`config.mk`:
```
export PLATFORM = sky130hd
export DESIGN_NAME = iagg_queue
export DESIGN_NICKNAME = d
export VERILOG_FILES = /design/src/rtl/iagg_pkg.sv /design/src/rtl/iagg_queue.sv
export SDC_FILE = /design/constraint.sdc
export NUM_CORES = 1
export LEC_CHECK = 0
export ABC_CLOCK_PERIOD_IN_PS = 6500
export BUFFER_PORTS_ARGS = -buffer_cell sky130_fd_sc_hd__buf_2
export CAP_MARGIN = 20
export CORE_MARGIN = 2
export CORE_UTILIZATION = 52
export DETAILED_ROUTE_END_ITERATION = 8
export GPL_TIMING_DRIVEN = 0
export PLACE_DENSITY = 0.8
export SLEW_MARGIN = 20
export SYNTH_ARGS = -nofsm -noshare
export SYNTH_HDL_FRONTEND = slang
export SYNTH_SLANG_ARGS = --single-unit
export TNS_END_PERCENT = 20
```
`constraint.sdc`:
```
create_clock -name clk -period 6.5 [get_ports clk]
set_input_delay 0.65 -clock clk [delete_from_list [all_inputs] [get_ports clk]]
set_output_delay 0.65 -clock clk [all_outputs]
set_load 0.02 [all_outputs]
```
`src/rtl/iagg_pkg.sv`:
```
// ----------------------------------------------------------------------------
// In-network reduce aggregator package
// Item types, status and operation codes shared by the aggregator modules.
// ----------------------------------------------------------------------------
`default_nettype none

package iagg_pkg;

    // Number of data words carried by one item.
    localparam int WORDS = 4;
    // Width of a port number inside the block; covers up to sixteen ports.
    localparam int TGT_W = 4;

    typedef enum logic [2:0] {
        STATUS_RELEASED  = 3'd0,
        STATUS_WRONG_DIR = 3'd1,
        STATUS_CONFLICT  = 3'd2,
        STATUS_DUPLICATE = 3'd3,
        STATUS_DEST      = 3'd4,
        STATUS_OP        = 3'd5,
        STATUS_LENGTH    = 3'd6,
        STATUS_SELF      = 3'd7
    } iagg_status_t;

    typedef enum logic [1:0] {
        OP_SUM  = 2'd0,
        OP_PROD = 2'd1,
        OP_MIN  = 2'd2,
        OP_MAX  = 2'd3
    } iagg_op_t;

    typedef struct packed {
        logic        [2:0]  source_port;
        logic        [9:0]  dest_node;
        logic        [1:0]  reduce_op;
        logic        [2:0]  elem_count;
        logic signed [31:0] data_word0;
        logic signed [31:0] data_word1;
        logic signed [31:0] data_word2;
        logic signed [31:0] data_word3;
    } iagg_in_t;

    typedef struct packed {
        logic        [2:0]  status;
        logic        [2:0]  out_port;
        logic        [9:0]  out_dest_node;
        logic        [1:0]  out_op;
        logic        [2:0]  out_count;
        logic signed [31:0] out_word0;
        logic signed [31:0] out_word1;
        logic signed [31:0] out_word2;
        logic signed [31:0] out_word3;
    } iagg_out_t;

    // A classified item as it waits between the front and the back end.
    typedef struct packed {
        logic                   dir_down;
        logic                   up_from_up;
        logic                   self_dest;
        logic [TGT_W-1:0]       target;
        logic [2:0]             src;
        logic [9:0]             dest;
        logic [1:0]             op;
        logic [2:0]             count;
        logic [WORDS-1:0][31:0] data;
    } iagg_entry_t;

endpackage

`default_nettype wire

```
`src/rtl/iagg_queue.sv`:
```
// ----------------------------------------------------------------------------
// Aggregator item queue
// Two-entry queue that decouples the front end from the back end.
// ----------------------------------------------------------------------------
`default_nettype none

module iagg_queue
    import iagg_pkg::*;
(
    input  wire logic   clk,
    input  wire logic   rst_n,
    input  wire logic   push,
    input  iagg_entry_t push_entry,
    output logic        full,
    input  wire logic   pop,
    output logic        valid,
    output iagg_entry_t head
);

    iagg_entry_t mem_reg [2];
    logic        wr_ptr_reg, wr_ptr_next;
    logic        rd_ptr_reg, rd_ptr_next;
    logic [1:0]  fill_reg, fill_next;

    assign full  = (fill_reg == 2'd2);
    assign valid = (fill_reg != 2'd0);
    assign head  = mem_reg[rd_ptr_reg];

    always_comb
    begin
        wr_ptr_next = wr_ptr_reg ^ push;
        rd_ptr_next = rd_ptr_reg ^ pop;
        fill_next   = fill_reg + 2'(push) - 2'(pop);
    end

    always_ff @(posedge clk or negedge rst_n)
    begin
        if (!rst_n)
        begin
            wr_ptr_reg <= 1'b0;
            rd_ptr_reg <= 1'b0;
            fill_reg   <= 2'd0;
        end
        else
        begin
            wr_ptr_reg <= wr_ptr_next;
            rd_ptr_reg <= rd_ptr_next;
            fill_reg   <= fill_next;
        end
    end

    always_ff @(posedge clk)
    begin
        if (push)
        begin
            mem_reg[wr_ptr_reg] <= push_entry;
        end
    end

endmodule

`default_nettype wire

```
# Yosys cells after proc, flatten, opt, wreduce, memory -nomap -nowiden
# Memories as Yosys holds them, arrays and structs flattened.
# Cells that the tools add are included.
dict set report op_classes {
  addsub 2
  n_eq_ne 1
  n_mux 2
  bitwise_logic 2
  n_reduce_logical 1
}
# cell count
set op_table {}
lappend op_table {{adder 2 x 1 -> 2 bit} 1}
lappend op_table {{== test 2 bit (second input constant)} 1}
lappend op_table {{2-to-1 mux 1 bit} 2}
lappend op_table {{nonzero test 2 bit} 1}
lappend op_table {{subtractor 2 x 1 -> 2 bit} 1}
lappend op_table {{bitwise XOR 1 bit} 2}
dict set report totals {
  reg_bits 4
  mem_bits_rw 306
  in_bits 157
  out_inout_bits 155
  wordCells 12
  mem_count 1
}
# memory depth width read_ports rd_ports_with_merged_regs wr line_no
set mem_list {}
lappend mem_list {mem_reg 2 153 1 0 1 iagg_queue.sv:20} ;# iagg_entry_t mem_reg [2];

# Longest topological paths before layout
# Gate-level depths: netlist (run 1).
dict set report logic_depth {
  word_depth 2
  depth_mapped 5
  depth_no_buf 5
}

# Least setup slack after synthesis (run 1)
# Ideal clock, no wire load.
dict set report synth_timing {
  path_kind {input -> register}
  startpoint {in push}
  endpoint {mem mem_reg[0][0] in the netlist's numbering (enable)}
  setup_time_ns 0.532
  arrival_ns 4.217
  required_ns 5.968
  slack_ns 1.751
  cell_stages 1
  path_buffers 0
  cell_sequence {ha_1}
}
dict set report synth_via {
  elab_chain_cells 2
}
# element line_no
set synth_rtl {}
lappend synth_rtl {{start: declaration} iagg_queue.sv:12} ;# input wire logic push,
lappend synth_rtl {{2-to-1 mux 1 bit} iagg_queue.sv:54} ;# if (push)
lappend synth_rtl {{2-to-1 mux 1 bit (not written as such)} iagg_queue.sv:56} ;# mem_reg[wr_ptr_reg] <= push_entry;
lappend synth_rtl {{end: declaration} iagg_queue.sv:20}
# Every way passes these cells.

==> summary.md, run 1 <==
The run finished with clean final reports. The run gives 0.00207 mm2 as the area of combinational cells with multiple inputs. The kind of cell adding the most delay to the critical path was buffers and inverters.

The logs give 0 for the final max-slew violation count and 15200 um for the half-perimeter wire length after detailed placement. In this run the core area contains 54 standard-cell rows. Across the run, the number of max-cap violations was 0. The first global-routing pass estimated 33400 um of wire. The cell depth of the worst min-delay path came out at 1.

The total iterations of the first detailed-routing run is 4, and the register share of total power is 40.4%. Counting every net in the synthesized netlist gives 653. In this run the cell area of the synthesized design comes to 0.0115 mm2. Once detail routing completed, the nets flagged for antenna violations numbered 0. For this run, the number of Yosys warnings is 0.

End point of the worst hold path: mem_reg[1][66]. The die covers 0.0233 mm2. Traced cell by cell, the critical path runs through buf_6 -> buf_6 -> buf_6 -> mux2_4 -> buf_2. Slew at the pin with the worst max-slew slack: 0.373 ns.

The critical register-to-register path endpoint is mem_reg[0][98]. The total number of nets in the final design is 1003, and the largest net degree at the start of global routing is 53. The logs give 0.000321 V for the maximum vdd ir drop and 4680 uW for the cell-internal power. Setup slack on the worst reg-to-reg path comes out at 4.68 ns. After clock tree synthesis, the clock-pin slew on the worst setup and hold paths is 0.06 ns. In this run the horizontal extent of the chip is 153 um. Dividing the detail-routed wire length by the instance count gives 19.4 um. The maximum level of the CTS H-tree is 1. 312 I/O pins were placed. Summed over all layers, the routed wires come to 22200 um. The tools report the worst path required time as 5.85 ns. In the post-synthesis netlist, the biggest area contributors are sky130_fd_sc_hd__edfxtp_1 (80%), sky130_fd_sc_hd__mux2_2 (9.1%), sky130_fd_sc_hd__mux2_4 (7.8%).

The average cell area after synthesis was 23.3 um2. The largest individual stage delay along the critical path comes from the cell sky130_fd_sc_hd__dfrtp_1. TritonCTS created 30 clock buffers.

STA puts the critical path data arrival time at 1.94 ns. The critical path is of the flop to output pin type. The number of buffer cells added on primary ports was 311; the number of buffer and inverter stages on the critical path was 4.

The logic depth of the worst register-to-register path works out to 4. Of the synthesized area, sequential elements account for 80.9%. Start of the worst register-to-register path: wr_ptr_reg. The logs give 18.4% for the all-layer global routing usage and 67.0% for the utilization of the core after routing. After global routing the overflow that remains totals 0. Across the routed clock network, the largest skew measured is 0.0194 ns.

The tools report the number of DRC markers after the initial detailed-route iteration as 302. The start point of the worst hold path is push_entry[66]. The worst setup path is launched from a flop.

Synthesis inferred 310 register bits. The tools report the headroom to the max-slew limit as 75.2%. Routability-driven placement finished with a final weighted congestion of 0.757.

The longest clock path from root to sink contains 3 buffers. From bottom edge to top edge, the die measures 153 um. In this run switching power makes up 30.9% of total power. For the final routed database, the setup TNS stands at 0 ns. TritonCTS built the clock tree. The run gives 492 as the number of instances in the synthesized netlist. The share of the clock period used by the worst path after layout was 39.9%. Setup repair after global routing left no endpoint under its margin. The share of final-layout standard cells stronger than drive strength 1 works out to 61.8%. The cell type with the highest occurrence count on the critical path was sky130_fd_sc_hd__buf_6. Dividing the detail-routed via count by the number of cells gives 5.05.

The number of different library cells used by synthesis comes to 12. In the final layout, flip-flops and latches occupy 0.00929 mm2. Switching component of the power: 2090 uW. Combinational cells account for 33.9% of the total power.

The share of total power dissipated in the clock network is 25.7%. The detailed-route DRC error count is 0. The run gives 6183 as the via count of the first global-routing pass. The register with the most flip-flops in the layout has 306 of them.

The number of setup buffers added after CTS is 0, and the largest driver fanout on the critical path is 10. For the via count of the routed design, the log shows 5785. Cell type with the largest total area after synthesis: sky130_fd_sc_hd__edfxtp_1. The tools report the number of antenna violations at the first check in global routing as 5. In the layout the commonest cells are sky130_fd_sc_hd__buf_2 (320), sky130_fd_sc_hd__edfxtp_1 (306), sky130_fd_sc_hd__mux2_2 (93). The clock insertion delay at the later pin of the skew report is 0.54 ns. Most common cell after layout, fill and taps aside: sky130_fd_sc_hd__buf_2. The area overhead of the layout relative to synthesis is 26.9%.

The synthesized design devotes to its leading area cell type 80.0% of total area. The filler cells instantiated in the layout total 1443. The power density normalized to cell area was 465 mW/mm2; the time the final worst path needs with I/O delays and setup was 2.59 ns.

The cell at the root of the clock tree was sky130_fd_sc_hd__clkbuf_16. The biggest cell delay along the critical path works out to 0.34 ns. The logs give 0 for the hold violation total from the final report and 310 for the clock sink count. The floorplan step defined a core boundary enclosing 0.0218 mm2. The worst setup path is captured at an output pin. Setup violations remaining at the end of the flow were counted as 0.

The analysis attributes to cell leakage a power of 0.00572 uW. Based on the critical path, the design can be clocked at up to 0.386 GHz. Type of the most critical hold path: input pin to flop. Once the floorplan was initialized, standard cells occupied 52.8% of the core.
## worst max path at each step
| stage | start | to | slack, ns | cells past startpoint |
|---|---|---|---|---|
| global route | rd_ptr_reg | head[107] | 3.82 | 5 |
| global placement | push | mem_reg[0][100] | -0.35 | 2 |
| finish | rd_ptr_reg | head[107] | 3.91 | 5 |
| floorplan | push | mem_reg[0][0] | 1.75 | 1 |
| detailed placement | push | mem_reg[1][100] | 4.31 | 4 |
| CTS | rd_ptr_reg | head[121] | 3.84 | 5 |
## cell type report
cell class                      count  share of cell area [%]
Tap cell                          280                    2.40
Buffer                             17                   0.927
Sequential cell                   310                    63.7
Clock buffer                       35                    5.42
Multi-Input combinational cell    161                    14.2
Inverter                            4                   0.103
Timing Repair Buffer              318                    11.8
Clock inverter                     17                    1.40
Antenna cell                        3                  0.0515
## repair_timing
item / CTS / global route
endpoints found under the hold margin: 4 / 0
gates resized for setup: 0 / 0
hold buffers: 1 / 0
## Yosys cell counts
master                     instances
sky130_fd_sc_hd__or2_2             1
sky130_fd_sc_hd__mux2_2           93
sky130_fd_sc_hd__inv_1             4
sky130_fd_sc_hd__ha_1              4
sky130_fd_sc_hd__edfxtp_1        306
sky130_fd_sc_hd__dfrtp_1           4
sky130_fd_sc_hd__buf_6             8
sky130_fd_sc_hd__xor2_1            1
sky130_fd_sc_hd__buf_2             9
sky130_fd_sc_hd__xor3_1            1
sky130_fd_sc_hd__mux2_4           60
sky130_fd_sc_hd__nor2b_1           1
## cells by family (layout without fill, tap and decap cells)
kind of cell             count (synthesis)  in the layout  synth area share, %
multiplexers                           153            153                 17.0
flip-flops                             310            310                 80.9
adder cells (fa/ha/maj)                  4              4                0.436
other                                    0              3                    0
AND/OR/NAND/NOR                          2              2                0.109
buffers and inverters                   21            391                 1.31
XOR/XNOR                                 2              2                0.283
## layer usage
layer | GRT usage (%) | up-vias | wire (um) | share of wire, %
met5 | 0 | - | 27 | 0.12
met4 | 5.47 | 4 | 518 | 2.3
met3 | 5.66 | 41 | 1860 | 8.4
met2 | 32.7 | 234 | 11600 | 52
met1 | 21.6 | 2839 | 8150 | 37
li1 | - | 2667 | - | -
## per-stage QoR
| stage | power [uW] | cells | setup WS, ns | area, um2 | hold slack (ns) |
|---|---|---|---|---|---|
| floorplan | 4400 | 492 | 1.75 | 11500 | 0.354 |
| global placement | 5090 | 1083 | -0.351 | 13400 | 0.460 |
| detailed placement | 5100 | 1089 | 4.31 | 13600 | 0.458 |
| CTS | 6850 | 1142 | 3.84 | 14600 | 0.267 |
| global route | 7050 | 1144 | 3.82 | 14600 | 0.271 |
| finish | 6770 | 1145 | 3.91 | 14600 | 0.291 |
## power groups by stage
stage / Clock [uW] / Sequential, uW / Combinational, uW
floorplan: 0 / 2810 / 1580
detailed placement: 0 / 2780 / 2320
global route: 1850 / 2770 / 2440
global placement: 0 / 2860 / 2230
finish: 1740 / 2740 / 2300
CTS: 1770 / 2740 / 2330
(Power assumes the default switching activity.)
==> run 2, diff against run 1 <==
- ABC_AREA: not set -> 1
- ABC_CLOCK_PERIOD_IN_PS: 6500 -> 2100
- CORE_UTILIZATION: 52 -> 48
- PLACE_DENSITY: 0.8 -> 0.78
- clock period: 6.5 -> 2.1 ns (I/O delays scaled with it)
==> summary.md, run 2 <==
Summing every instance area after synthesis gives 0.0119 mm2. The leakage component of the power is 0.00715 uW, and the number of I/O pins is 312. The via density per instance came out at 4.80.

The final layout contains routed wiring with a total length of 29000 um. The total number of nets in the final design was 1491; the via count of the first global-routing pass was 8600. Setup violations remaining at the end of the flow were counted as 0. The top cell type by area accounts for 77.1% of the synthesized area. Fill cells in the final layout number 1586.

The tools report the area of the placeable core as 0.0243 mm2. Buffers placed on the I/O ports in this run total 311. For the finished layout, the period the worst path requires is 2.03 ns. The number of distinct standard cells referenced by the synthesized netlist is 15. The maximum clock rate is 0.492 GHz, and the final max-slew violation count is 0. The maximum level of the CTS H-tree was 1; the total CTS buffers was 31. For the all-layer global routing usage, the log shows 21.6%.

The prevailing post-synth register cell was sky130_fd_sc_hd__edfxtp_1. The total iterations of the first detailed-routing run came out at 5. The clock insertion delay at the later pin of the skew report came out at 0.54 ns. The cell type with the largest total area after synthesis is sky130_fd_sc_hd__edfxtp_1. In this run the core area contains 57 standard-cell rows. The synthesized design contains 310 register bits.

For this design the ratio of total power to cell area is 1360 mW/mm2. The run gives 0 as the overall overflow remaining after global route. The number of flip-flops under the largest register name is 306. The run gives 14400 uW as the cell-internal power. TritonCTS built the clock tree. The worst setup path is launched from a flop. The die is 162 um wide. The commonest cells after synthesis are sky130_fd_sc_hd__edfxtp_1 (306), sky130_fd_sc_hd__inv_1 (160), sky130_fd_sc_hd__nand2_1 (159). The share of final-layout standard cells stronger than drive strength 1 came out at 35.5%.

Net switching is 36.7% of the power. In this run, the number of DRC markers left after iteration 0 of detailed routing was 586. The synthesized netlist net count came out at 984. Combinational family with the most area after synthesis: compound AO/OA/AOI/OAI gates. The clock passes through at most 3 buffers. Wire length of the first global-routing pass: 43900 um. The number of antenna violations at the first check in global routing was 2; the floorplan die area was 0.0261 mm2. Sequential cells were found to cover 77.9% of the synthesized design area. For the headroom to the max-slew limit, the log shows 66.6%.

Yosys mapped a number of flops with a built-in enable equal to 306. The proportion of synthesized flip-flops having asynchronous set or reset works out to 1.29%. The average cell area after synthesis was 14.5 um2; the total non-filler cell area in the finished layout was 0.0167 mm2.

STA puts the critical path data arrival time at 1.82 ns. Registers are responsible for 37.2% of the overall power. The wire-length estimate of the detail-placed layout is 17400 um.

The clock sink count is 310, and the area overhead of the layout relative to synthesis is 40.2%. Largest driver fanout on the critical path: 10. The clock network is responsible for 24.3% of the overall power. The most common cell after layout, fill and taps aside is sky130_fd_sc_hd__buf_2. The initial utilization of the core area, before any placement, comes to 49.0%. The worst setup path is captured at an output pin. Across the run, the number of max-cap violations was 0.

Most repeated cell in the gate-level netlist after synthesis: sky130_fd_sc_hd__edfxtp_1. In this run the remaining antenna-violating nets after routing total 0. Share of total power in combinational logic: 38.5%. The CTS clock-pin slew for the worst setup and hold paths was 0.06 ns; the post-synthesis xor/xnor area fraction was 0.0735%. The routed layout has 8061 vias. Across the VDD grid, the largest voltage drop is 0.000942 V.

The final weighted congestion in routability-driven placement was 0.801. In the final routed layout, each cell accounts on average for 17.2 um. Setup repair after global routing could not meet its margin everywhere. In the post-synthesis netlist, the biggest area contributors are sky130_fd_sc_hd__edfxtp_1 (77%), sky130_fd_sc_hd__o21ai_2 (5.9%), sky130_fd_sc_hd__inv_1 (5.0%). During synthesis, Yosys emitted a total of 0 warnings. The tools report the number of instances in the synthesized netlist as 823.

Buffers added to address setup during post-CTS repair amount to 0. The share of the clock period used by the worst path after layout is 96.8%, and the detailed-route DRC error count is 0. In the layout the commonest cells are sky130_fd_sc_hd__buf_2 (311), sky130_fd_sc_hd__edfxtp_1 (306), sky130_fd_sc_hd__inv_1 (160).

The worst slack after detailed placement was 0.204 ns; the vertical die dimension was 162 um. The final worst-path setup slack was 0.0679 ns. Cell at the root of the clock tree: sky130_fd_sc_hd__clkbuf_16.

Summing the areas of all compound-gate instances in the mapped netlist gives 8.94% of the synthesized area. The hold violation total from the final report is 0. Type of the most critical hold path: input pin to flop. The run finished with clean final reports. In this run the cell area measured after placement is 0.0141 mm2. The synthesized-area fraction occupied by adder cells is 0.420%, and the slew at the pin with the worst max-slew slack is 0.501 ns.

The worst setup skew after layout was 0.0140 ns. For the worst path required time, the log shows 1.89 ns. In this run the power spent charging and discharging nets is 8350 uW. The critical path is of the flop to output pin type. The simple logic cell fraction of the synthesized area was 5.08%; the largest net degree at the start of global routing was 47. The multiplexer fraction of the synthesized cell area came out at 0%.
==> run 2: cell families (layout without fill, tap and decap cells) <==
logic type,Yosys count,count (layout)
DFF,310,310
adders and majority gates,4,4
buffers and inverters,194,725
and+or+nand+nor,161,161
other,0,2
AOI/OAI and AO/OA,153,153
xor gates and xnor gates,1,1
==> run 2: timing repair <==
action	in CTS	in global routing
gates resized for setup	1	12
pin swaps	0	0
hold buffers	156	0
setup endpoints to repair	2	46
hold endpoints to repair	311	0
==> run 2: final cells by class <==
cell class              count  area (um2)  share of cell area [%]
clock buffers              39         846                    5.06
well taps                 324         405                    2.43
clock inverters            18         190                    1.14
plain buffers              34         325                    1.95
flip-flops and latches    310        9290                    55.6
multi-input cells         319        1760                    10.5
diodes                      2        5.00                  0.0300
repair buffers            474        3290                    19.7
inverters                 160         601                    3.59
==> run 2: stage by stage <==
step	power (uW)	cells	hold slack, ns	util (%)	TNS [ns]
final	22800	1680	0.0333	68.7	0
after global routing	23800	1679	0.0171	68.7	-0.224
after CTS	22800	1678	0.00962	68.6	0
after detailed placement	17000	1465	0.0294	57.9	0
after global placement	16700	1458	0.0188	57.2	-349.36
after floorplan	14000	823	-0.0856	-	-101.36
==> run 2: final timing paths <==
check	start	endpoint	slack [ns]	cells after the start
hold / removal	push	fill_reg[0]	0.03	2
setup reg to reg	wr_ptr_reg	mem_reg[0][108]	0.21	5
max in group asynchronous	rst_n	fill_reg[0]	1.34	3
hold reg to reg	fill_reg[1]	fill_reg[1]	0.59	3
setup / recovery	rd_ptr_reg	head[42]	0.07	6
min in group asynchronous	rst_n	rd_ptr_reg	0.58	3
==> run 2: worst max-delay path, stage by stage, from the launching register on <==
cell	delay (ns)
sky130_fd_sc_hd__dfrtp_1	0.34
sky130_fd_sc_hd__buf_6	0.17
sky130_fd_sc_hd__buf_8	0.19
sky130_fd_sc_hd__buf_6	0.16
sky130_fd_sc_hd__nand2_1	0.06
sky130_fd_sc_hd__o21ai_0	0.12
sky130_fd_sc_hd__buf_2	0.23
==> run 2: per-layer routing <==
layer	GRT usage, %	vias up	wire [um]
li1	-	3821	-
met1	24.1	3846	10500
met2	39.8	302	15400
met3	4.19	92	1700
met4	10.1	0	1370
met5	0	-	0
==> run 2: power groups by stage <==
stage	Combinational, uW	Clock (uW)	Sequential (uW)
detailed placement	8400	0	8580
floorplan	5380	0	8590
CTS	8690	5630	8460
global placement	8050	0	8660
global route	9380	5870	8560
finish	8760	5540	8470
