--- src/rtl/iagg_pkg.sv ---
// ----------------------------------------------------------------------------
// In-network reduce aggregator package
// Item types, status and operation codes shared by the aggregator modules.
// ----------------------------------------------------------------------------
`default_nettype none

package iagg_pkg;

    // Number of data words carried by one item.
    localparam int WORDS = 4;
    // Width of a port number inside the block; covers up to sixteen ports.
    localparam int TGT_W = 4;

    typedef enum logic [2:0] {
        STATUS_RELEASED  = 3'd0,
        STATUS_WRONG_DIR = 3'd1,
        STATUS_CONFLICT  = 3'd2,
        STATUS_DUPLICATE = 3'd3,
        STATUS_DEST      = 3'd4,
        STATUS_OP        = 3'd5,
        STATUS_LENGTH    = 3'd6,
        STATUS_SELF      = 3'd7
    } iagg_status_t;

    typedef enum logic [1:0] {
        OP_SUM  = 2'd0,
        OP_PROD = 2'd1,
        OP_MIN  = 2'd2,
        OP_MAX  = 2'd3
    } iagg_op_t;

    typedef struct packed {
        logic        [2:0]  source_port;
        logic        [9:0]  dest_node;
        logic        [1:0]  reduce_op;
        logic        [2:0]  elem_count;
        logic signed [31:0] data_word0;
        logic signed [31:0] data_word1;
        logic signed [31:0] data_word2;
        logic signed [31:0] data_word3;
    } iagg_in_t;

    typedef struct packed {
        logic        [2:0]  status;
        logic        [2:0]  out_port;
        logic        [9:0]  out_dest_node;
        logic        [1:0]  out_op;
        logic        [2:0]  out_count;
        logic signed [31:0] out_word0;
        logic signed [31:0] out_word1;
        logic signed [31:0] out_word2;
        logic signed [31:0] out_word3;
    } iagg_out_t;

    // A classified item as it waits between the front and the back end.
    typedef struct packed {
        logic                   dir_down;
        logic                   up_from_up;
        logic                   self_dest;
        logic [TGT_W-1:0]       target;
        logic [2:0]             src;
        logic [9:0]             dest;
        logic [1:0]             op;
        logic [2:0]             count;
        logic [WORDS-1:0][31:0] data;
    } iagg_entry_t;

endpackage

`default_nettype wire

--- src/rtl/iagg_front.sv ---
// ----------------------------------------------------------------------------
// Aggregator front end
// Classifies each incoming item by direction and target port and pushes it
// into the queue toward the back end.
// ----------------------------------------------------------------------------
`default_nettype none

module iagg_front
    import iagg_pkg::*;
#(
    parameter int PORT_COUNT = 8,
    parameter int VECTOR_LEN = 4
)
(
    input  wire logic        in_valid,
    output logic             in_ready,
    input  iagg_in_t         in_item,
    input  wire logic [7:0]  switch_index,
    input  wire logic        q_full,
    output logic             q_push,
    output iagg_entry_t      q_entry
);

    localparam int HALF    = PORT_COUNT / 2;
    localparam int LANES   = (VECTOR_LEN < WORDS) ? VECTOR_LEN : WORDS;
    localparam int FIRST_W = 8 + $clog2(HALF + 1);
    localparam int DW      = ((FIRST_W > 10) ? FIRST_W : 10) + 1;
    localparam int PCW     = $clog2(PORT_COUNT + 1);

    logic [FIRST_W-1:0] first_node;
    logic [DW-1:0]      offset;
    logic               is_local;
    logic [TGT_W-1:0]   target;
    logic               ignore_item;

    assign first_node = FIRST_W'(switch_index) * FIRST_W'(HALF);
    assign offset     = DW'(in_item.dest_node) - DW'(first_node);
    // A clear top bit means the destination is at or above the range start.
    assign is_local   = !offset[DW-1] && (offset < DW'(HALF));
    assign target     = TGT_W'(HALF) + TGT_W'(offset);

    // Items from a port this switch does not have are dropped silently.
    assign ignore_item = (PCW'(in_item.source_port) >= PCW'(PORT_COUNT));

    assign in_ready = !q_full;
    assign q_push   = in_valid && !q_full && !ignore_item;

    always_comb
    begin
        q_entry            = '0;
        q_entry.dir_down   = is_local;
        q_entry.up_from_up = !is_local && (TGT_W'(in_item.source_port) < TGT_W'(HALF));
        q_entry.self_dest  = (TGT_W'(in_item.source_port) == target);
        q_entry.target     = target;
        q_entry.src        = in_item.source_port;
        q_entry.dest       = in_item.dest_node;
        q_entry.op         = in_item.reduce_op;
        q_entry.count      = (in_item.elem_count > 3'(LANES)) ? 3'(LANES)
                                                               : in_item.elem_count;
        q_entry.data[0]    = in_item.data_word0;
        q_entry.data[1]    = in_item.data_word1;
        q_entry.data[2]    = in_item.data_word2;
        q_entry.data[3]    = in_item.data_word3;
    end

endmodule

`default_nettype wire

--- config.mk ---
export PLATFORM = sky130hd
export DESIGN_NAME = iagg_front
export DESIGN_NICKNAME = d
export VERILOG_FILES = /design/src/rtl/iagg_pkg.sv /design/src/rtl/iagg_front.sv
export SDC_FILE = /design/constraint.sdc
export NUM_CORES = 1
export LEC_CHECK = 0
export ABC_AREA = 0
export BUFFER_PORTS_ARGS = -buffer_cell sky130_fd_sc_hd__buf_4
export CAP_MARGIN = 25
export CORE_AREA = 2 2 121 123
export DETAILED_ROUTE_END_ITERATION = 6
export DIE_AREA = 0 0 123 125
export SLEW_MARGIN = 15
export SYNTH_ARGS = -nofsm -noshare
export SYNTH_HDL_FRONTEND = slang
export SYNTH_SLANG_ARGS = --single-unit
--- constraint.sdc ---
create_clock -name vclk -period 5.9
set_clock_uncertainty 0.2 [all_clocks]
set_input_delay 1.18 -clock vclk [all_inputs]
set_output_delay 1.18 -clock vclk [all_outputs]
set_load 0.01 [all_outputs]
# After elaboration in Yosys (flattened, before gate mapping)
# Cells that the tools add are included.
dict set report word_totals {
  register_bits 0
  latch_bits 0
  ram_bits 0
  romBits 0
  in_bits 156
  out_inout_bits 155
  wordCells 13
  mem_count 0
}
dict set report classes {
  addsub 2
  multipliers 0
  n_div 0
  magnitude_cmp 3
  eq_ne 1
  shifts 0
  n_mux 1
  bitwise 0
  n_reduce_logical 6
}
# cell n
set op_table {}
lappend op_table {{$lt 12x3->1 const B} 1}
lappend op_table {{$sub 10x10->11} 1}
lappend op_table {{$add 3x4->4 const A} 1}
lappend op_table {{$eq 3x4->1} 1}
lappend op_table {{$gt 3x3->1 const B} 1}
lappend op_table {{$logic_and 1x1->1} 3}
lappend op_table {{$logic_not 1->1} 3}
lappend op_table {{$lt 3x3->1 const B} 1}
lappend op_table {{$mux 3} 1}

# Longest topological paths before layout
# Gate-level depths: netlist of the first run.
dict set report depth {
  depth_word 5
  mapped_depth 9
}

# Worst setup path before layout of the first run
# OpenSTA, ideal clock, no wires.
dict set report synth_timing {
  kind {input-to-output}
  from {input in_item[135] (netlist name)}
  to {output q_entry[152] (netlist name)}
  t_arrival_ns 2.804
  required_ns 4.520
  path_slack_ns 1.716
  cell_stages 9
  cell_sequence {inv_1 -> ha_1 -> fa_1 -> nand2b_1 -> a21oi_2 -> nor2_1 -> a2111oi_2 -> and3_1 -> buf_4}
}
dict set report synth_between {
  elab_chain_cells 3
  elab_cells_between_ends 4
  cone_classes {add/sub (1); order compare (1); reduce/logical (2)}
}
# item line
set synth_lines {}
lappend synth_lines {{start: declaration} iagg_front.sv:17} ;# input iagg_in_t in_item,
lappend synth_lines {{$sub 10x10->11 (*)} iagg_front.sv:37} ;# assign offset = DW'(in_item.dest_node) - DW'(first_node);
lappend synth_lines {{$lt 12x3->1 or $logic_not 1->1 (tied branches)} iagg_front.sv:39} ;# assign is_local = !offset[DW-1] && (offset < DW'(HALF));
lappend synth_lines {{$logic_and 1x1->1 (*)} iagg_front.sv:39}
lappend synth_lines {{end: declaration} iagg_front.sv:21} ;# output iagg_entry_t q_entry
# Mark *: on every way between the ends. The rest lies on a longest branch, timed or not.

==> results.md, run 1 <==
- Run status: completed
- Final count of pins violating max slew: 0
- Sequential-to-total area share from yosys stat: 0%
- Antenna-violating nets left: 0
- Area of the mapped netlist: 1511 um2
- Die extent in x: 123 um
- Combinational family with the most area after synthesis: buffers and inverters
- Average cell area after synthesis: 7.409 um2
- Leading cell type in the layout, fill and taps excluded: buf_4
- Die footprint: 15380 um2
- Tmin final: 4370 ps
- Startpoint class of the critical path: input port
- Combined global-route utilization of all metal layers: 4.804%
- Portion of netlist area occupied by mux cells: 0.6623%
- Initial cell density of the core: 10.64%
- Routed vias/inst: 2.671
- Core footprint: 14200 um2
- Total chip power: 75.58 uW
- Simple-Gate Fraction of Synth Area: 5.629%
- Count of clock buffers in the final design: 0
- Final net count: 276
- Sequential cell area in the final layout: 0 um2
- Total Routed Length: 4361 um
- Post-synthesis instance total: 204
- Critical-path maximum fanout: 2
- Final routed wire length divided by cell count: 14.93 um
- Routability cong.: 0.6237
- RSZ-0062 raised after global routing: no
- Worst hold path type: in -> out
- CTS Hold Bufs: 0
- Filler cells: 1687
- Library cells used by synthesis: 24
- Transition time of the tightest slew-check pin: 303.1 ps
- Detailed-route DRC error count: 0
- Post-synthesis to final-layout area growth: -32.20%
- Routed via count: 780
- CP arrival: 2990 ps
- Non-Filler Instances: 292
- Die Ht: 125 um
- Adder and majority gate portion of the synthesized area: 8.775%
- Post-synthesis net count: 370
- Cell row count: 44
- I/O pins: 311
- Pin count of the biggest net entering global routing: 6
- Highest-count cells in the layout ignoring fill and taps: 51 x buf_4, 12 x inv_1, 9 x ha_1, 5 x xor2_1, 5 x nor2_1
- Antenna Diode Count: 0
- First-pass GRT wire length: 5195 um
- Setup TNS: 0 ps
- Post-route clock period utilization: 74.07%
- Cell count after placement: 292
- Setup Crit Path Kind: in -> out
- Initial DRT Pass Iterations: 2
- Finish-stage setup viols: 0
- Post-CTS sizing: 0
- Post-detail-place hpwl: 3844 um
- Endpoint type of the worst setup path: primary output
- Remaining global-route overflow: 0
- Setup Fix Bufs, Post-CTS: 0
- Achievable Freq: 228.8 MHz
- Power density cells: 73.75 nW/um2
- Worst supply voltage drop on vdd: 0.01405 mV
- WP data required: 4520 ps
- Slew headroom: 79.75%
- Fraction of final layout cells with drive strength greater than 1: 49.07%
- Detailed router's first-iteration violation count: 7
- Port Buffer Count: 51
- Vias in the first global route: 742
- Number of sequential cells in the layout: 0
- Complex-gate fraction of the synthesized area: 6.291%
- Yosys warns: 0
- Final-report hold violation count: 0
- Synthesized-area fraction occupied by xor and xnor cells: 2.897%
- Leak Pwr: 0.4833 nW
- Final core utilization: 7.215%
- Max Cap Violations: 0
- Antenna violations before repair: 0
-- stage by stage --
| stage | setup WS, ps | hold slack, ps | instance area (um2) |
|---|---|---|---|
| 6_report | 1530 | 2160 | 1025 |
| 5_1_grt | 1415 | 2160 | 1025 |
| 4_1_cts | 1498 | 2160 | 1025 |
| 3_5_place_dp | 1500 | 2160 | 1025 |
| 3_3_place_gp | 1537 | 2160 | 1025 |
| 2_1_floorplan | 1716 | 2204 | 1511 |
-- cells in the mapped netlist (all sizes together) --
cell type  count  area, um2
a2111oi        1      15.01
a21o           1      7.510
a21oi          5      28.78
a31oi          1      6.260
a41oi          1      8.760
and3           1      6.260
buf          146       1096
clkbuf         1      3.750
fa             1      20.02
ha             9      112.6
inv           12      45.04
mux2i          1      10.01
nand2          1      3.750
nand2b         2      12.51
nand3          1      5.000
nand3b         1      7.510
nor2           5      18.77
nor2b          4      25.02
nor4           1      6.260
o2111ai        1      8.760
o211a          1      10.01
o21ai          2      10.01
xor2           5      43.79
-- cells by family after synthesis --
| family | after synthesis |
|---|---|
| adders and majority gates | 10 |
| and+or+nand+nor | 16 |
| AOI/OAI and AO/OA | 13 |
| buffers and inverters | 159 |
| muxes | 1 |
| xor gates and xnor gates | 5 |
-- power breakdown --
| group | internal [mW] | switching, mW |
|---|---|---|
| clock | 0 | 0 |
| combinational | 0.0396 | 0.0360 |
| sequential | 0 | 0 |
-- worst paths after layout --
| check | start | endpoint | cells past startpoint |
|---|---|---|---|
| hold / removal | in_item[4] | q_entry[100] | 0 |
| setup / recovery | in_item[135] | q_entry[152] | 10 |
-- critical path: stages --
cell and delay, ps:
buf_4 80, inv_1 30, ha_1 220, fa_1 400, nand2b_1 170, a21oi_2 160, nor2_1 70, a2111oi_2 360
and3_1 200, buf_4 110
-- cell type report --
type	instances	area, um2	share of cell area, %
Tap cell	184	230.2	22.47
Timing Repair Buffer	51	382.9	37.36
Inverter	12	45.04	4.396
Multi-Input combinational cell	45	366.6	35.78
-- metal layers --
layer  global-route usage, %  share of wire (%)
met5                   1.974               0.89
met4                   5.147                 11
met3                   4.927                 24
met2                   6.240                 38
met1                   3.608                 25
Power figures use the tool's default switching activity.
==> inputs of run 2 (changes only) <==
CORE_AREA = 2 2 122 124   (was 2 2 121 123)
DIE_AREA = 0 0 124 126   (was 0 0 123 125)
clock period = 4.1 ns   (was 5.9 ns; I/O delays follow)
==> run 2 against run 1 <==
Effect of this change:
- power grew 44%
- design area is the same
- setup slack lost 1100 ps
- via count shrank 3.6%
- clock-buffer cell count is the same
- core utilization shrank 0.055 points
- cell count is the same
- critical path depth is the same
- global-route usage shrank 0.32 points
- non-clock buffer count is the same
- wire length shrank 6.8%
- first-iteration DRC count grew to 2.9 times the previous value
==> results.md, run 2 (synthesis gave the netlist of run 1 again) <==
- Die Ht: 126 um
- Post-placement setup slack: 447.4 ps
- Fraction of final layout cells with drive strength greater than 1: 49.07%
- Max Cap Violations: 0
- Worst min-delay path startpoint: in_item[96]
- Combined global-route utilization of all metal layers: 4.480%
- Detailed router's first-iteration violation count: 20
- Power density cells: 106.2 nW/um2
- Biggest cell delay along the critical path: 390 ps
- Highest-count cells in the layout ignoring fill and taps: 51 x buf_4, 12 x inv_1, 9 x ha_1, 5 x xor2_1, 5 x nor2_1
- Total Routed Length: 4064 um
- Sequential cell area in the final layout: 0 um2
- Worst hold path type: in -> out
- Die extent in x: 124 um
- Remaining global-route overflow: 0
- Final core utilization: 7.159%
- Vias in the first global route: 716
- Die footprint: 15620 um2
- Count of clock buffers in the final design: 0
- Initial cell density of the core: 10.56%
- CP arrival: 2620 ps
- Detailed-route DRC error count: 0
- Initial DRT Pass Iterations: 4
- Number of sequential cells in the layout: 0
- Final count of pins violating max slew: 0
- Tmin final: 3636 ps
- RSZ-0062 raised after global routing: no
- Run status: completed
- Startpoint class of the critical path: input port
- Setup Crit Path Kind: in -> out
- CTS Hold Bufs: 0
- Critical-path maximum fanout: 2
- Setup TNS: 0 ps
- Port Buffer Count: 51
- Routability cong.: 0.6483
- Transition time of the tightest slew-check pin: 294.5 ps
- Antenna Diode Count: 0
- Post-route clock period utilization: 88.68%
- Crit-path cells: buf_4, inv_1, ha_1, fa_1, nand2b_1, a21oi_2, nor2_1, a2111oi_2, and3_1, buf_4
- Final routed wire length divided by cell count: 13.92 um
- Leak Pwr: 0.4833 nW
- Achievable Freq: 275.0 MHz
- Leading cell type in the layout, fill and taps excluded: buf_4
- Antenna-violating nets left: 0
- Finish-stage setup viols: 0
- First-pass GRT wire length: 4878 um
- I/O pins: 311
- Post-detail-place hpwl: 3608 um
- Worst supply voltage drop on vdd: 0.01299 mV
- Final hold slack: 1440 ps
- Filler cells: 1694
- Critical path launch point: in_item[135]
- Post-synthesis to final-layout area growth: -32.20%
- Final-report hold violation count: 0
- Setup Fix Bufs, Post-CTS: 0
- WP data required: 3080 ps
- Slew headroom: 80.33%
- Final net count: 276
- Critical path's slowest cell: fa_1
- Endpoint type of the worst setup path: primary output
- CP most frequent cell: buf_4
- Routed vias/inst: 2.575
- Crit path setup slack, layout: 464.1 ps
- Routed via count: 752
- Cell row count: 44
- Pin count of the biggest net entering global routing: 6
- Core footprint: 14310 um2
- Post-CTS sizing: 0
- Antenna violations before repair: 0
-- run 2: power by group --
part	internal [mW]	switching, mW
clock	0	0
combinational	0.0568	0.0520
sequential	0	0
-- run 2: worst max-delay path, delay by kind of cell --
family,cells,cell delay [ps]
AND/OR/NAND/NOR,3,440
AO/OA/AOI/OAI,2,510
adder cells (fa/ha/maj),2,610
buffers and inverters,3,230
-- run 2: cell type report --
| type | count | area (um2) | share of cell area (%) |
|---|---|---|---|
| multi-input cells | 45 | 366.6 | 35.78 |
| inverters | 12 | 45.04 | 4.396 |
| well taps | 184 | 230.2 | 22.47 |
| repair buffers | 51 | 382.9 | 37.36 |
-- run 2: per-stage QoR --
step | area (um2) | power [mW] | std cells
after floorplan | 1511 | 0.1941 | 204
after global placement | 1025 | 0.1111 | 292
after detailed placement | 1025 | 0.1116 | 292
after CTS | 1025 | 0.1120 | 292
after global routing | 1025 | 0.1199 | 292
final | 1025 | 0.1088 | 292
-- run 2: worst paths after layout --
| check | endpoint | cells after the start | slack, ps |
|---|---|---|---|
| setup / recovery | q_entry[152] | 10 | 460 |
| hold / removal | q_entry[0] | 0 | 1440 |
-- run 2: routing by layer --
metal	global-route usage (%)	vias up	wire length [um]
met5	1.974	-	34
met4	5.948	2	553
met3	3.080	80	744
met2	6.206	107	1661
met1	3.468	266	1070
li1	-	297	-
==> inputs of run 3 (changes only) <==
--- a/constraint.sdc
+++ b/constraint.sdc
@@ -4,2 +4,2 @@
 set_output_delay 0.82 -clock vclk [all_outputs]
-set_load 0.01 [all_outputs]
+set_load 0.02 [all_outputs]
==> run 3 against run 2 <==
Effect of this change:
- die area stayed put
- power is 11% higher
- critical path depth did not move
- cell count unchanged
- critical endpoint unchanged
- highest routed layer unchanged
==> results.md, run 3 (synthesis gave the netlist of run 1 again) <==
- CTS Hold Bufs: 0
- Worst hold stages: 0
- Die Ht: 126 um
- Finish-stage setup viols: 0
- Cell row count: 44
- Count of clock buffers in the final design: 0
- RSZ-0062 raised after global routing: no
- I/O pins: 311
- Combined global-route utilization of all metal layers: 4.545%
- Critical path's slowest cell: fa_1
- Antenna Diode Count: 0
- Pin count of the biggest net entering global routing: 6
- Final count of pins violating max slew: 0
- CP arrival: 2640 ps
- Post-CTS sizing: 0
- Setup Crit Path Kind: in -> out
- Leading cell type in the layout, fill and taps excluded: buf_4
- Vias in the first global route: 745
- Final hold slack: 1440 ps
- Setup TNS: 0 ps
- Critical-path maximum fanout: 2
- Core footprint: 14310 um2
- Startpoint class of the critical path: input port
- Leak Pwr: 0.4833 nW
- Max Cap Violations: 0
- Final-report hold violation count: 0
- Routed via count: 781
- Highest-count cells in the layout ignoring fill and taps: 51 x buf_4, 12 x inv_1, 9 x ha_1, 5 x xor2_1, 5 x nor2_1
- Power density cells: 118.1 nW/um2
- Post-route clock period utilization: 89.34%
- Final core utilization: 7.159%
- Setup Fix Bufs, Post-CTS: 0
- Multi-input logic area: 366.6 um2
- Detailed router's first-iteration violation count: 21
- Endpoint type of the worst setup path: primary output
- Number of sequential cells in the layout: 0
- Placed instance area: 1025 um2
- Remaining global-route overflow: 0
- Biggest cell delay along the critical path: 390 ps
- Achievable Freq: 273.0 MHz
- Routed vias/inst: 2.675
- Sequential cell area in the final layout: 0 um2
- Tmin final: 3663 ps
- End of the worst hold path: q_entry[0]
- Initial DRT Pass Iterations: 4
- Antenna violations before repair: 0
- WP data required: 3080 ps
- Crit-path cells: buf_4, inv_1, ha_1, fa_1, nand2b_1, a21oi_2, nor2_1, a2111oi_2, and3_1, buf_4
- Worst min-delay path startpoint: in_item[96]
- Final net count: 276
- Detailed-route DRC error count: 0
- Worst hold path type: in -> out
- Routability cong.: 0.6478
- Total Routed Length: 4066 um
- CP most frequent cell: buf_4
- Slew headroom: 79.93%
- Worst supply voltage drop on vdd: 0.01695 mV
- Fraction of final layout cells with drive strength greater than 1: 49.07%
- Post-synthesis to final-layout area growth: -32.20%
- Initial cell density of the core: 10.56%
- Summed area of non-filler cells in the final layout: 1025 um2
- Post-detail-place hpwl: 3621 um
- First-pass GRT wire length: 4954 um
- Run status: completed
- Filler cells: 1701
- Antenna-violating nets left: 0
- Transition time of the tightest slew-check pin: 300.5 ps
- Die extent in x: 124 um
- Port Buffer Count: 51
- Die footprint: 15620 um2
- Total chip power: 121.0 uW
- Final routed wire length divided by cell count: 13.92 um
==> run 3: cell counts in the layout (fill, tap and decap cells not counted) <==
No cell type changed its count.
==> run 3: report_power, final <==
part	internal, mW	total (mW)	switching [mW]	leakage (nW)
sequential	0	0	0	0
clock	0	0	0	0
combinational	0.0574	0.121	0.0636	0.483
==> run 3: critical path: cells and delay by family <==
kind,cells,cell delay (ps)
adder cells (fa/ha/maj),2,600
AO/OA/AOI/OAI,2,520
AND/OR/NAND/NOR,3,440
buffers and inverters,3,250
==> run 3: worst max-delay path by stage <==
stage / from / endpoint / depth (start not counted)
floorplan: in_item[135] / q_entry[150] / 5
global placement: in_item[135] / q_entry[152] / 10
detailed placement: in_item[135] / q_entry[152] / 10
CTS: in_item[135] / q_entry[152] / 10
global route: in_item[135] / q_entry[152] / 10
finish: in_item[135] / q_entry[152] / 10
==> run 3: per-stage QoR <==
stage          cells  worst slack [ps]
2_1_floorplan    204             470.2
3_3_place_gp     292             436.0
3_5_place_dp     292             415.0
4_1_cts          292             416.4
5_1_grt          292             319.6
6_report         292             436.9
==> run 3: layer usage <==
metal / GRT usage [%] / part of all wire [%] / up-vias / wire (um)
met1: 3.605 / 26 / 292 / 1056
met3: 3.034 / 19 / 82 / 753
met2: 6.303 / 41 / 107 / 1657
li1: - / - / 298 / -
met4: 5.948 / 14 / 2 / 563
met5: 1.974 / 0.84 / - / 34
==> run 3: area by class of cell <==
type                            count  area share [%]
Multi-Input combinational cell     45           35.78
Tap cell                          184           22.47
Timing Repair Buffer               51           37.36
Inverter                           12           4.396
